<file path="src/rtl/ppdd_pkg.sv">
// ----------------------------------------------------------------------------
// ppdd_pkg
// Shared types, widths, register indexes and saturation helpers for the
// positional PID digipot drive.
// ----------------------------------------------------------------------------
package ppdd_pkg;

  // Configuration register indexes
  localparam int CFG_IDX_W = 3;
  localparam logic [CFG_IDX_W-1:0] REG_SETPOINT   = 3'd0;
  localparam logic [CFG_IDX_W-1:0] REG_KP         = 3'd1;
  localparam logic [CFG_IDX_W-1:0] REG_KI         = 3'd2;
  localparam logic [CFG_IDX_W-1:0] REG_KD         = 3'd3;
  localparam logic [CFG_IDX_W-1:0] REG_PERIOD     = 3'd4;
  localparam logic [CFG_IDX_W-1:0] REG_ADC_SCALE  = 3'd5;
  localparam logic [CFG_IDX_W-1:0] REG_VBASE      = 3'd6;
  localparam logic [CFG_IDX_W-1:0] REG_R1         = 3'd7;

  // Serial multiplier: A operand magnitude, B operand shifted out bit by bit
  localparam int MUL_AW = 33;
  localparam int MUL_BW = 48;
  localparam int MUL_PW = MUL_AW + MUL_BW;

  // Serial divider: remainder width and quotient width
  localparam int DIV_W  = 80;
  localparam int DIV_QW = 38;
  localparam int CNT_W  = 6;

  localparam int MS_PER_S      = 1000;
  localparam int POT_FULL_KOHM = 50;
  // Quotient of the integration step fits below 2^38
  localparam int INC_SHIFT     = DIV_QW - 1;

  typedef struct packed {
    logic busy;
    logic done;
  } unit_stat_t;

  typedef enum logic [9:0] {
    S_IDLE = 10'b00_0000_0001,
    S_MEAS = 10'b00_0000_0010,
    S_INCM = 10'b00_0000_0100,
    S_INCD = 10'b00_0000_1000,
    S_TP   = 10'b00_0001_0000,
    S_TI   = 10'b00_0010_0000,
    S_TD   = 10'b00_0100_0000,
    S_MAPM = 10'b00_1000_0000,
    S_MAPD = 10'b01_0000_0000,
    S_OUT  = 10'b10_0000_0000
  } state_t;

  localparam logic signed [67:0] S32_MAX = 68'sh0_0000_0000_7FFF_FFFF;
  localparam logic signed [67:0] S32_MIN = -S32_MAX - 68'sd1;
  localparam logic signed [49:0] S48_MAX = 50'sh0_7FFF_FFFF_FFFF;
  localparam logic signed [49:0] S48_MIN = -S48_MAX - 50'sd1;

  function automatic logic signed [31:0] sat32(input logic signed [67:0] v);
    logic signed [31:0] r;
    if (v > S32_MAX) r = 32'sh7FFF_FFFF;
    else if (v < S32_MIN) r = 32'sh8000_0000;
    else r = v[31:0];
    return r;
  endfunction

  function automatic logic signed [47:0] sat48(input logic signed [49:0] v);
    logic signed [47:0] r;
    if (v > S48_MAX) r = 48'sh7FFF_FFFF_FFFF;
    else if (v < S48_MIN) r = 48'sh8000_0000_0000;
    else r = v[47:0];
    return r;
  endfunction

  function automatic logic [48:0] abs49(input logic signed [48:0] v);
    logic [48:0] r;
    r = v[48] ? 49'(-v) : 49'(v);
    return r;
  endfunction

endpackage

</file>
<file path="src/rtl/ppdd_mul.sv">
// ----------------------------------------------------------------------------
// ppdd_mul
// Bit-serial unsigned shift-add multiplier, one multiplier bit per cycle.
// ----------------------------------------------------------------------------
module ppdd_mul (
  input  logic                       clk,
  input  logic                       rst,
  input  logic                       start,
  input  logic [ppdd_pkg::MUL_AW-1:0] a,
  input  logic [ppdd_pkg::MUL_BW-1:0] b,
  output ppdd_pkg::unit_stat_t       stat,
  output logic [ppdd_pkg::MUL_PW-1:0] prod
);
  import ppdd_pkg::*;

  logic [MUL_PW-1:0] acc;
  logic [MUL_AW-1:0] a_q;
  logic [CNT_W-1:0]  cnt;
  logic              busy;
  logic              done;
  logic [MUL_AW:0]   hi_sum;

  // Add the multiplicand into the upper half when the low bit is set
  assign hi_sum = {1'b0, acc[MUL_PW-1:MUL_BW]} + (acc[0] ? {1'b0, a_q} : '0);

  // Load, then shift right once per multiplier bit
  always_ff @(posedge clk) begin
    if (rst) begin
      busy <= 1'b0;
      done <= 1'b0;
      cnt  <= '0;
    end else begin
      done <= 1'b0;
      if (start) begin
        acc  <= {{MUL_AW{1'b0}}, b};
        a_q  <= a;
        cnt  <= CNT_W'(MUL_BW);
        busy <= 1'b1;
      end else if (busy) begin
        acc <= {hi_sum, acc[MUL_BW-1:1]};
        cnt <= cnt - 1'b1;
        if (cnt == CNT_W'(1)) begin
          busy <= 1'b0;
          done <= 1'b1;
        end
      end
    end
  end

  assign prod      = acc;
  assign stat.busy = busy;
  assign stat.done = done;

endmodule

</file>
<file path="src/rtl/ppdd_div.sv">
// ----------------------------------------------------------------------------
// ppdd_div
// Restoring divider, one quotient bit per cycle. The caller gives the divisor
// already aligned to the top quotient bit and the number of steps.
// ----------------------------------------------------------------------------
module ppdd_div (
  input  logic                        clk,
  input  logic                        rst,
  input  logic                        start,
  input  logic [ppdd_pkg::DIV_W-1:0]  num,
  input  logic [ppdd_pkg::DIV_W-1:0]  dsh,
  input  logic [ppdd_pkg::CNT_W-1:0]  steps,
  output ppdd_pkg::unit_stat_t        stat,
  output logic [ppdd_pkg::DIV_QW-1:0] quo
);
  import ppdd_pkg::*;

  logic [DIV_W-1:0]  rem;
  logic [DIV_W-1:0]  dvs;
  logic [DIV_QW-1:0] q;
  logic [CNT_W-1:0]  cnt;
  logic              busy;
  logic              done;
  logic              ge;

  assign ge = (rem >= dvs);

  // Compare, subtract, shift in one quotient bit per cycle
  always_ff @(posedge clk) begin
    if (rst) begin
      busy <= 1'b0;
      done <= 1'b0;
      cnt  <= '0;
    end else begin
      done <= 1'b0;
      if (start) begin
        rem  <= num;
        dvs  <= dsh;
        q    <= '0;
        cnt  <= steps;
        busy <= 1'b1;
      end else if (busy) begin
        if (ge) rem <= rem - dvs;
        q   <= {q[DIV_QW-2:0], ge};
        dvs <= {1'b0, dvs[DIV_W-1:1]};
        cnt <= cnt - 1'b1;
        if (cnt == CNT_W'(1)) begin
          busy <= 1'b0;
          done <= 1'b1;
        end
      end
    end
  end

  assign quo       = q;
  assign stat.busy = busy;
  assign stat.done = done;

endmodule

</file>
<file path="src/rtl/positional_pid_digipot_drive_unit.sv">
// ----------------------------------------------------------------------------
// positional_pid_digipot_drive_unit
// Positional PID on one ADC sample per item, mapped to a digipot wiper code.
// ----------------------------------------------------------------------------
// Channel   Dir  Handshake            Payload
// s_*       in   s_tvalid/s_tready    s_tdata[11:0] adc_sample
// m_*       out  m_tvalid/m_tready    m_tdata pot_code, control_output;
//                                     m_tuser clamped_high, clamped_low
// cfg_*     in   cfg_wr_en            cfg_index, cfg_data
//
// A result loads once its item has passed six 48-step serial multiplies, a
// 38-step divide for the integration step and a 9-step divide for the wiper
// code, all on one shared multiplier and one restoring divider; with a zero
// base voltage the last multiply and the wiper-code divide are skipped.
// One item is in work at a time; the finished result waits in the output
// register while the next item is accepted, and a result not yet taken holds
// the next one back. Synchronous reset restores the register defaults and
// clears the integral and previous error.
// ----------------------------------------------------------------------------
module positional_pid_digipot_drive_unit #(
  parameter int ADC_BITS     = 12,
  parameter int POT_MAX_CODE = 255
) (
  input  logic                           clk,
  input  logic                           rst,
  input  logic                           cfg_wr_en,
  input  logic [ppdd_pkg::CFG_IDX_W-1:0] cfg_index,
  input  logic [31:0]                    cfg_data,
  input  logic                           s_tvalid,
  output logic                           s_tready,
  input  logic [15:0]                    s_tdata,   // [11:0] adc_sample
  output logic                           m_tvalid,
  input  logic                           m_tready,
  output logic [39:0]                    m_tdata,   // [7:0] pot_code, [39:8] control_output
  output logic [1:0]                     m_tuser    // [0] clamped_high, [1] clamped_low
);
  import ppdd_pkg::*;

  localparam int QQ = $clog2(POT_MAX_CODE + 1);
  localparam logic [11:0] ADC_MASK = 12'((17'd1 << ADC_BITS) - 17'd1);
  localparam logic [CNT_W-1:0] MAP_STEPS = CNT_W'(QQ + 1);
  localparam logic [CNT_W-1:0] INC_STEPS = CNT_W'(DIV_QW);
  localparam logic [DIV_QW-1:0] QMAX = DIV_QW'(POT_MAX_CODE);
  localparam logic [7:0] CODE_MAX = 8'(POT_MAX_CODE);

  // Configuration registers
  logic signed [31:0] setpoint, kp, ki, kd;
  logic [15:0]        period;
  logic [31:0]        adc_scale;
  logic [30:0]        vbase, r1;

  // Control and state
  state_t             state;
  logic               launched;
  logic [11:0]        adc_q;
  logic signed [31:0] err, prev_err, u;
  logic signed [47:0] integ;
  logic signed [67:0] sum;
  logic               map_neg;
  logic [7:0]         code;
  logic               hi_flag, lo_flag;

  // Unit connections
  logic                 mul_start, div_start;
  logic [MUL_AW-1:0]    mul_a;
  logic [MUL_BW-1:0]    mul_b;
  logic [MUL_PW-1:0]    mul_p;
  unit_stat_t           mul_stat, div_stat;
  logic [DIV_W-1:0]     div_num, div_dsh;
  logic [CNT_W-1:0]     div_steps;
  logic [DIV_QW-1:0]    div_q;

  // Derived values
  logic [48:0]        meas49;
  logic signed [41:0] err_wide;
  logic [32:0]        err_abs, kp_abs, ki_abs, kd_abs, diff_abs, map_mag;
  logic [47:0]        integ_abs;
  logic signed [32:0] diff;
  logic signed [49:0] inc, integ_sum;
  logic signed [67:0] term;
  logic               term_neg;
  logic signed [33:0] s34;
  logic [47:0]        r1p;
  logic [36:0]        vd;
  logic               big;

  ppdd_mul u_mul (
    .clk   (clk),
    .rst   (rst),
    .start (mul_start),
    .a     (mul_a),
    .b     (mul_b),
    .stat  (mul_stat),
    .prod  (mul_p)
  );

  ppdd_div u_div (
    .clk   (clk),
    .rst   (rst),
    .start (div_start),
    .num   (div_num),
    .dsh   (div_dsh),
    .steps (div_steps),
    .stat  (div_stat),
    .quo   (div_q)
  );

  // Form error, magnitudes and terms
  always_comb begin
    meas49    = {1'b0, mul_p[47:0]} + 49'd128;
    err_wide  = 42'(setpoint) - $signed({1'b0, meas49[48:8]});
    err_abs   = 33'(abs49(49'(err)));
    kp_abs    = 33'(abs49(49'(kp)));
    ki_abs    = 33'(abs49(49'(ki)));
    kd_abs    = 33'(abs49(49'(kd)));
    integ_abs = 48'(abs49(49'(integ)));
    diff      = 33'(err) - 33'(prev_err);
    diff_abs  = 33'(abs49(49'(diff)));
    inc       = err[31] ? -$signed(50'(div_q)) : $signed(50'(div_q));
    integ_sum = 50'(integ) + inc;
    s34       = 34'(u) - $signed({3'b0, vbase});
    map_mag   = 33'(abs49(49'(s34)));
    r1p       = 48'(r1) * 48'(POT_MAX_CODE);
    vd        = 37'(vbase) * 37'(POT_FULL_KOHM);
    big       = (div_q > QMAX);
    case (state)
      S_TP:    term_neg = kp[31] ^ err[31];
      S_TI:    term_neg = ki[31] ^ integ[47];
      default: term_neg = kd[31] ^ diff[32];
    endcase
    term = term_neg ? -$signed({3'b0, mul_p[MUL_PW-1:16]})
                    : $signed({3'b0, mul_p[MUL_PW-1:16]});
  end

  // Select unit operands per state
  always_comb begin
    mul_a     = '0;
    mul_b     = '0;
    mul_start = 1'b0;
    div_num   = mul_p[DIV_W-1:0];
    div_dsh   = DIV_W'(MS_PER_S) << INC_SHIFT;
    div_steps = INC_STEPS;
    div_start = 1'b0;
    case (state)
      S_MEAS: begin
        mul_a     = {1'b0, adc_scale};
        mul_b     = 48'(adc_q & ADC_MASK);
        mul_start = !launched;
      end
      S_INCM: begin
        mul_a     = err_abs;
        mul_b     = 48'(period);
        mul_start = !launched;
      end
      S_INCD: begin
        div_start = !launched;
      end
      S_TP: begin
        mul_a     = kp_abs;
        mul_b     = 48'(err_abs);
        mul_start = !launched;
      end
      S_TI: begin
        mul_a     = ki_abs;
        mul_b     = integ_abs;
        mul_start = !launched;
      end
      S_TD: begin
        mul_a     = kd_abs;
        mul_b     = 48'(diff_abs);
        mul_start = !launched;
      end
      S_MAPM: begin
        mul_a     = map_mag;
        mul_b     = r1p;
        mul_start = !launched && (vbase != '0);
      end
      S_MAPD: begin
        div_dsh   = DIV_W'(vd) << (16 + QQ);
        div_steps = MAP_STEPS;
        div_start = !launched;
      end
      default: ;
    endcase
  end

  assign s_tready = (state == S_IDLE);

  // Configuration writes
  always_ff @(posedge clk) begin
    if (rst) begin
      setpoint  <= 32'sd655360;
      kp        <= 32'sd65536;
      ki        <= 32'sd65536;
      kd        <= 32'sd65536;
      period    <= 16'd10;
      adc_scale <= 32'd13517;
      vbase     <= 31'd655360;
      r1        <= 31'd655360;
    end else if (cfg_wr_en) begin
      case (cfg_index)
        REG_SETPOINT:  setpoint  <= cfg_data;
        REG_KP:        kp        <= cfg_data;
        REG_KI:        ki        <= cfg_data;
        REG_KD:        kd        <= cfg_data;
        REG_PERIOD:    period    <= cfg_data[15:0];
        REG_ADC_SCALE: adc_scale <= cfg_data;
        REG_VBASE:     vbase     <= cfg_data[30:0];
        REG_R1:        r1        <= cfg_data[30:0];
        default: ;
      endcase
    end
  end

  // Sequence the item through the shared units
  always_ff @(posedge clk) begin
    if (rst) begin
      state    <= S_IDLE;
      launched <= 1'b0;
      m_tvalid <= 1'b0;
      prev_err <= '0;
      integ    <= '0;
    end else begin
      // Raise valid when a result loads, drop it once taken
      if (state == S_OUT && (!m_tvalid || m_tready)) begin
        m_tvalid <= 1'b1;
      end else if (m_tvalid && m_tready) begin
        m_tvalid <= 1'b0;
      end
      if (mul_start || div_start) launched <= 1'b1;
      case (state)
        S_IDLE: begin
          if (s_tvalid) begin
            adc_q <= s_tdata[11:0];
            sum   <= '0;
            state <= S_MEAS;
          end
        end
        S_MEAS: begin
          if (launched && mul_stat.done) begin
            err      <= sat32(68'(err_wide));
            launched <= 1'b0;
            state    <= S_INCM;
          end
        end
        S_INCM: begin
          if (launched && mul_stat.done) begin
            launched <= 1'b0;
            state    <= S_INCD;
          end
        end
        S_INCD: begin
          if (launched && div_stat.done) begin
            integ    <= sat48(integ_sum);
            launched <= 1'b0;
            state    <= S_TP;
          end
        end
        S_TP, S_TI: begin
          if (launched && mul_stat.done) begin
            sum      <= sum + term;
            launched <= 1'b0;
            state    <= (state == S_TP) ? S_TI : S_TD;
          end
        end
        S_TD: begin
          if (launched && mul_stat.done) begin
            u        <= sat32(sum + term);
            prev_err <= err;
            launched <= 1'b0;
            state    <= S_MAPM;
          end
        end
        S_MAPM: begin
          map_neg <= s34[33];
          if (vbase == '0) begin
            // Zero divisor: saturate by the sign of u * R1
            hi_flag <= (r1 != '0) && !u[31] && (u != '0);
            lo_flag <= (r1 != '0) && u[31];
            code    <= ((r1 != '0) && !u[31] && (u != '0)) ? CODE_MAX : 8'd0;
            state   <= S_OUT;
          end else if (launched && mul_stat.done) begin
            launched <= 1'b0;
            state    <= S_MAPD;
          end
        end
        S_MAPD: begin
          if (launched && div_stat.done) begin
            launched <= 1'b0;
            if (!map_neg) begin
              hi_flag <= big;
              lo_flag <= 1'b0;
              code    <= big ? CODE_MAX : div_q[7:0];
            end else begin
              hi_flag <= 1'b0;
              lo_flag <= big || (div_q != '0);
              code    <= 8'd0;
            end
            state <= S_OUT;
          end
        end
        S_OUT: begin
          if (!m_tvalid || m_tready) begin
            m_tdata  <= {u, code};
            m_tuser  <= {lo_flag, hi_flag};
            state    <= S_IDLE;
          end
        end
        default: state <= S_IDLE;
      endcase
    end
  end

endmodule

</file>
<file path="config.mk">
export PLATFORM = sky130hd
export DESIGN_NAME = positional_pid_digipot_drive_unit
export DESIGN_NICKNAME = d
export VERILOG_FILES = /design/src/rtl/ppdd_pkg.sv /design/src/rtl/ppdd_mul.sv /design/src/rtl/ppdd_div.sv /design/src/rtl/positional_pid_digipot_drive_unit.sv
export SDC_FILE = /design/constraint.sdc
export NUM_CORES = 2
export LEC_CHECK = 0
export BUFFER_PORTS_ARGS = -buffer_cell sky130_fd_sc_hd__buf_2
export CAP_MARGIN = 15
export CORE_MARGIN = 4
export CORE_UTILIZATION = 66
export CTS_CLUSTER_SIZE = 40
export DETAILED_ROUTE_END_ITERATION = 7
export GPL_TIMING_DRIVEN = 0
export PLACE_DENSITY = 0.87
export SLEW_MARGIN = 20
export SYNTH_ARGS = -nofsm -noshare
export SYNTH_HDL_FRONTEND = slang
export SYNTH_SLANG_ARGS = --single-unit
</file>
<file path="constraint.sdc">
create_clock -name clk -period 20.5 [get_ports clk]
set_input_delay 1.025 -clock clk [delete_from_list [all_inputs] [get_ports clk]]
set_output_delay 1.025 -clock clk [all_outputs]
set_load 0.1 [all_outputs]
</file>
==> flow_summary.json <==
{
  "rows": 117,
  "drv_slew": 0,
  "drt_pass1_iterations": 8,
  "setup_tns_ns": 0,
  "grt_pass1_wl_mm": 387,
  "nets": 8841,
  "rsz0062_at_grt": "no",
  "rr_endpoint": "u[17]$_SDFFCE_PN1P_",
  "worstSetupStartpointType": "flop",
  "tightest_slew_ns": 1.39,
  "synth_edf_count": 490,
  "period_share_pct": 60.8,
  "cp.arrival_ns": 12.84,
  "grt-ovfl-total": 0,
  "cts_tree": "done",
  "max_stage_delay_ns": 0.92,
  "die_y_um": 329,
  "worst_slack_ns": 8.04,
  "finalClockSkew_ns": 0.0511,
  "final_core_util_pct": 72.5,
  "gp_congestion": 1.12,
  "maxCapViolCount": 0,
  "synth_area_mm2": 0.0678,
  "drtIter0Drc": 9413,
  "grt_max_degree": 75,
  "io-pin-count": 100,
  "hold_class": "reg -> reg",
  "path_clk_slew_ns": 0.06,
  "worstPathMaxFanout": 10,
  "ys_ff_latch": 836,
  "hold_viol": 0,
  "worstSetupEndpointType": "flop",
  "met3_usage_pct": 13.9,
  "post-cts-setup-buffers": 0,
  "setup_viol": 0,
  "p_per_area_mw_per_mm2": 62.2,
  "wirelength_mm": 267,
  "hold_buffers": 0,
  "synthArstFlopShare_pct": 0,
  "tritoncts.num_buffers": 93,
  "vdd_drop_max_v": 0.0000676,
  "slowest_stage": "o31ai_1",
  "cts_resized": 0,
  "whs_ns": 0.419,
  "worst_hold_path.num_cells": 0,
  "syn_nets": 8644,
  "cellLeakagePower_nw": 29.7,
  "layout-drive-gt1-share_pct": 5.68,
  "antenna_found_initial": 15,
  "grt_use_met1_pct": 58.9,
  "crit_cells": 33,
  "drc": 27,
  "cts_sinks": 836,
  "clock_latency_ns": 0.73,
  "dieWidth_um": 329,
  "dp_slack_ns": 9.00,
  "p_total_mw": 4.59,
  "fmax_ghz": 0.0802,
  "finalCriticalPeriod_ns": 12.46,
  "dp_cells": 9366,
  "root_buffer": "clkbuf_16",
  "met2_usage_pct": 70.4,
  "clock_path_buffers": 3,
  "design_area_mm2": 0.0738,
  "die_area_mm2": 0.108,
  "min_to": "m_tdata[6]$_DFFE_PP_",
  "port_buffers": 77,
  "fin_cells": 9549,
  "synth.avg_cell_area_um2": 8.59,
  "cp.required_ns": 20.88,
  "grt_pass1_vias": 60600,
  "regToRegSetupSlack_ns": 8.04,
  "crit_buf_inv": 7,
  "path_delay_family": "compound AO/OA/AOI/OAI gates",
  "via_per_inst": 6.85,
  "crit_type": "reg -> reg",
  "fp.coreArea_mm2": 0.102,
  "grt_usage_pct": 48.1,
  "detailed_place_hpwl_mm": 207,
  "post_dp_cell_area_mm2": 0.0704,
  "htreeDepth": 3,
  "areaGrowthSynthToFinish_pct": 8.85,
  "synth_flop_cell": "edfxtp_1",
  "failed_checks": "DRC",
  "ant_nets": 0,
  "start_util_pct": 66.6,
  "avgRoutedWirePerCell_um": 28.0,
  "seq_area_frac_synth_pct": 31.9,
  "yosys_warnings": 0,
  "num_vias": 65400,
  "worstReg2RegStart": "err[0]$_SDFFCE_PN1P_",
  "ys_types": 89,
  "relSlewSlack_pct": 5.12,
  "top_usage_layer": "met2",
  "min_from": "code[6]$_DFFE_PP_",
  "r2r.worst_path.cells": 33,
  "syn_inst": 7896,
  "status": "complete, but fails checks"
}
-- area by class of cell --
class | instances | area (µm²)
Antenna cell | 9 | 22.5
Clock buffer | 130 | 2700
Buffer | 382 | 1500
Inverter | 519 | 1950
Multi-Input combinational cell | 6159 | 42900
Clock inverter | 44 | 666
Fill cell | 7737 | 28100
Sequential cell | 836 | 21600
Timing Repair Buffer | 102 | 766
Tap cell | 1368 | 1710
-- layer usage --
| metal | up-vias | part of all wire (%) | routed length, µm |
|---|---|---|---|
| met5 | - | 0.022 | 58 |
| met4 | 8 | 11 | 28300 |
| met3 | 1285 | 14 | 36800 |
| met2 | 4824 | 41 | 109000 |
| met1 | 30600 | 35 | 92900 |
| li1 | 28700 | - | - |
-- where the power goes --
group | switching [mW] | internal, mW
Sequential | 0.0418 | 1.82
Combinational | 0.584 | 0.283
Clock | 0.786 | 1.08
-- synth_stat cells, types with 35 or more instances --
cell type  number  area share [%]
and2_1        149             1.4
nand3b_1       35            0.39
nor3_1        143             1.1
or3_1          74            0.68
dfxtp_1       346              10
o22ai_1        55            0.51
o21a_1         64            0.71
nor2_1        488             2.7
o21bai_1       59            0.65
o211ai_1       49            0.54
clkbuf_1      333             1.8
o41ai_1        49            0.63
and3_1         64            0.59
a21o_1        211             2.3
o31ai_1       101             1.1
a31oi_1        68            0.63
or2_2          41            0.38
nand4_1        76            0.70
nand2_1      1020             5.6
a21oi_1       726             5.4
ha_1          514             9.5
o21ai_0       407             3.0
o221a_2        51            0.85
inv_1         518             2.9
fa_1          178             5.3
o221ai_1       35            0.45
nand3_1       160             1.2
nor4_1         53            0.49
xnor2_1       405             5.2
edfxtp_1      490              22
a211oi_1       45            0.50
xor2_1        306             4.0
or4_1          35            0.39
nand2b_1       74            0.68
nor2b_1        50            0.46
-- cell usage in the layout (no fill, tap or decap), drive strengths merged, types with 35 or more instances in the layout --
master / synthesis / layout
nand2b: 74 / 74
and2: 151 / 151
dfxtp: 346 / 346
o22ai: 55 / 55
o221a: 51 / 51
nor4: 55 / 55
or4: 37 / 37
or2: 41 / 41
nor3: 143 / 143
a31oi: 68 / 68
ha: 514 / 514
o21bai: 59 / 59
edfxtp: 490 / 490
a21oi: 726 / 726
nor2b: 50 / 50
a21o: 211 / 211
o221ai: 35 / 35
fa: 178 / 178
o211ai: 79 / 79
xor2: 307 / 307
o21a: 64 / 64
nand4: 76 / 76
nand2: 1020 / 1020
o31ai: 101 / 101
nand3: 160 / 160
xnor2: 405 / 405
o21ai: 409 / 409
and3: 64 / 64
nand3b: 35 / 35
clkbuf: 350 / 480
inv: 518 / 527
buf: 32 / 134
o41ai: 50 / 50
a211oi: 45 / 45
nor2: 488 / 488
or3: 76 / 76
-- flip-flops by register name, indices dropped and copies added (netlist names), 33 cells and up --
register / count
u_mul.prod: 81
u_mul.a_q: 33
u_div.quo: 38
u_div.rem: 80
u_div.dvs: 61
sum: 68
integ: 48
m_tdata: 40
-- cell families (layout without fill, tap and decap cells) --
group,after synthesis,count (layout),share of synthesized area [%]
and+or+nand+nor,2539,2539,17.7
muxes,20,20,0.297
xor gates and xnor gates,712,712,9.20
AOI/OAI and AO/OA,2196,2196,21.0
adders and majority gates,692,692,14.7
buffers and inverters,901,1177,5.08
DFF,836,836,31.9
other,0,9,0
-- how the worst max path moves through the flow --
| stage | from | end |
|---|---|---|
| after detailed placement | err[9]$_SDFFCE_PN1P_ | u[16]$_SDFFCE_PN1P_ |
| final | err[0]$_SDFFCE_PN1P_ | u[17]$_SDFFCE_PN1P_ |
| after global placement | err[0]$_SDFFCE_PN1P_ | u[16]$_SDFFCE_PN1P_ |
| after global routing | err[0]$_SDFFCE_PN1P_ | u[17]$_SDFFCE_PN1P_ |
| after floorplan | err[9]$_SDFFCE_PN1P_ | u[10]$_SDFFCE_PN1P_ |
| after CTS | err[0]$_SDFFCE_PN1P_ | u[16]$_SDFFCE_PN1P_ |
Note: power is estimated with default switching activity, not from simulation.
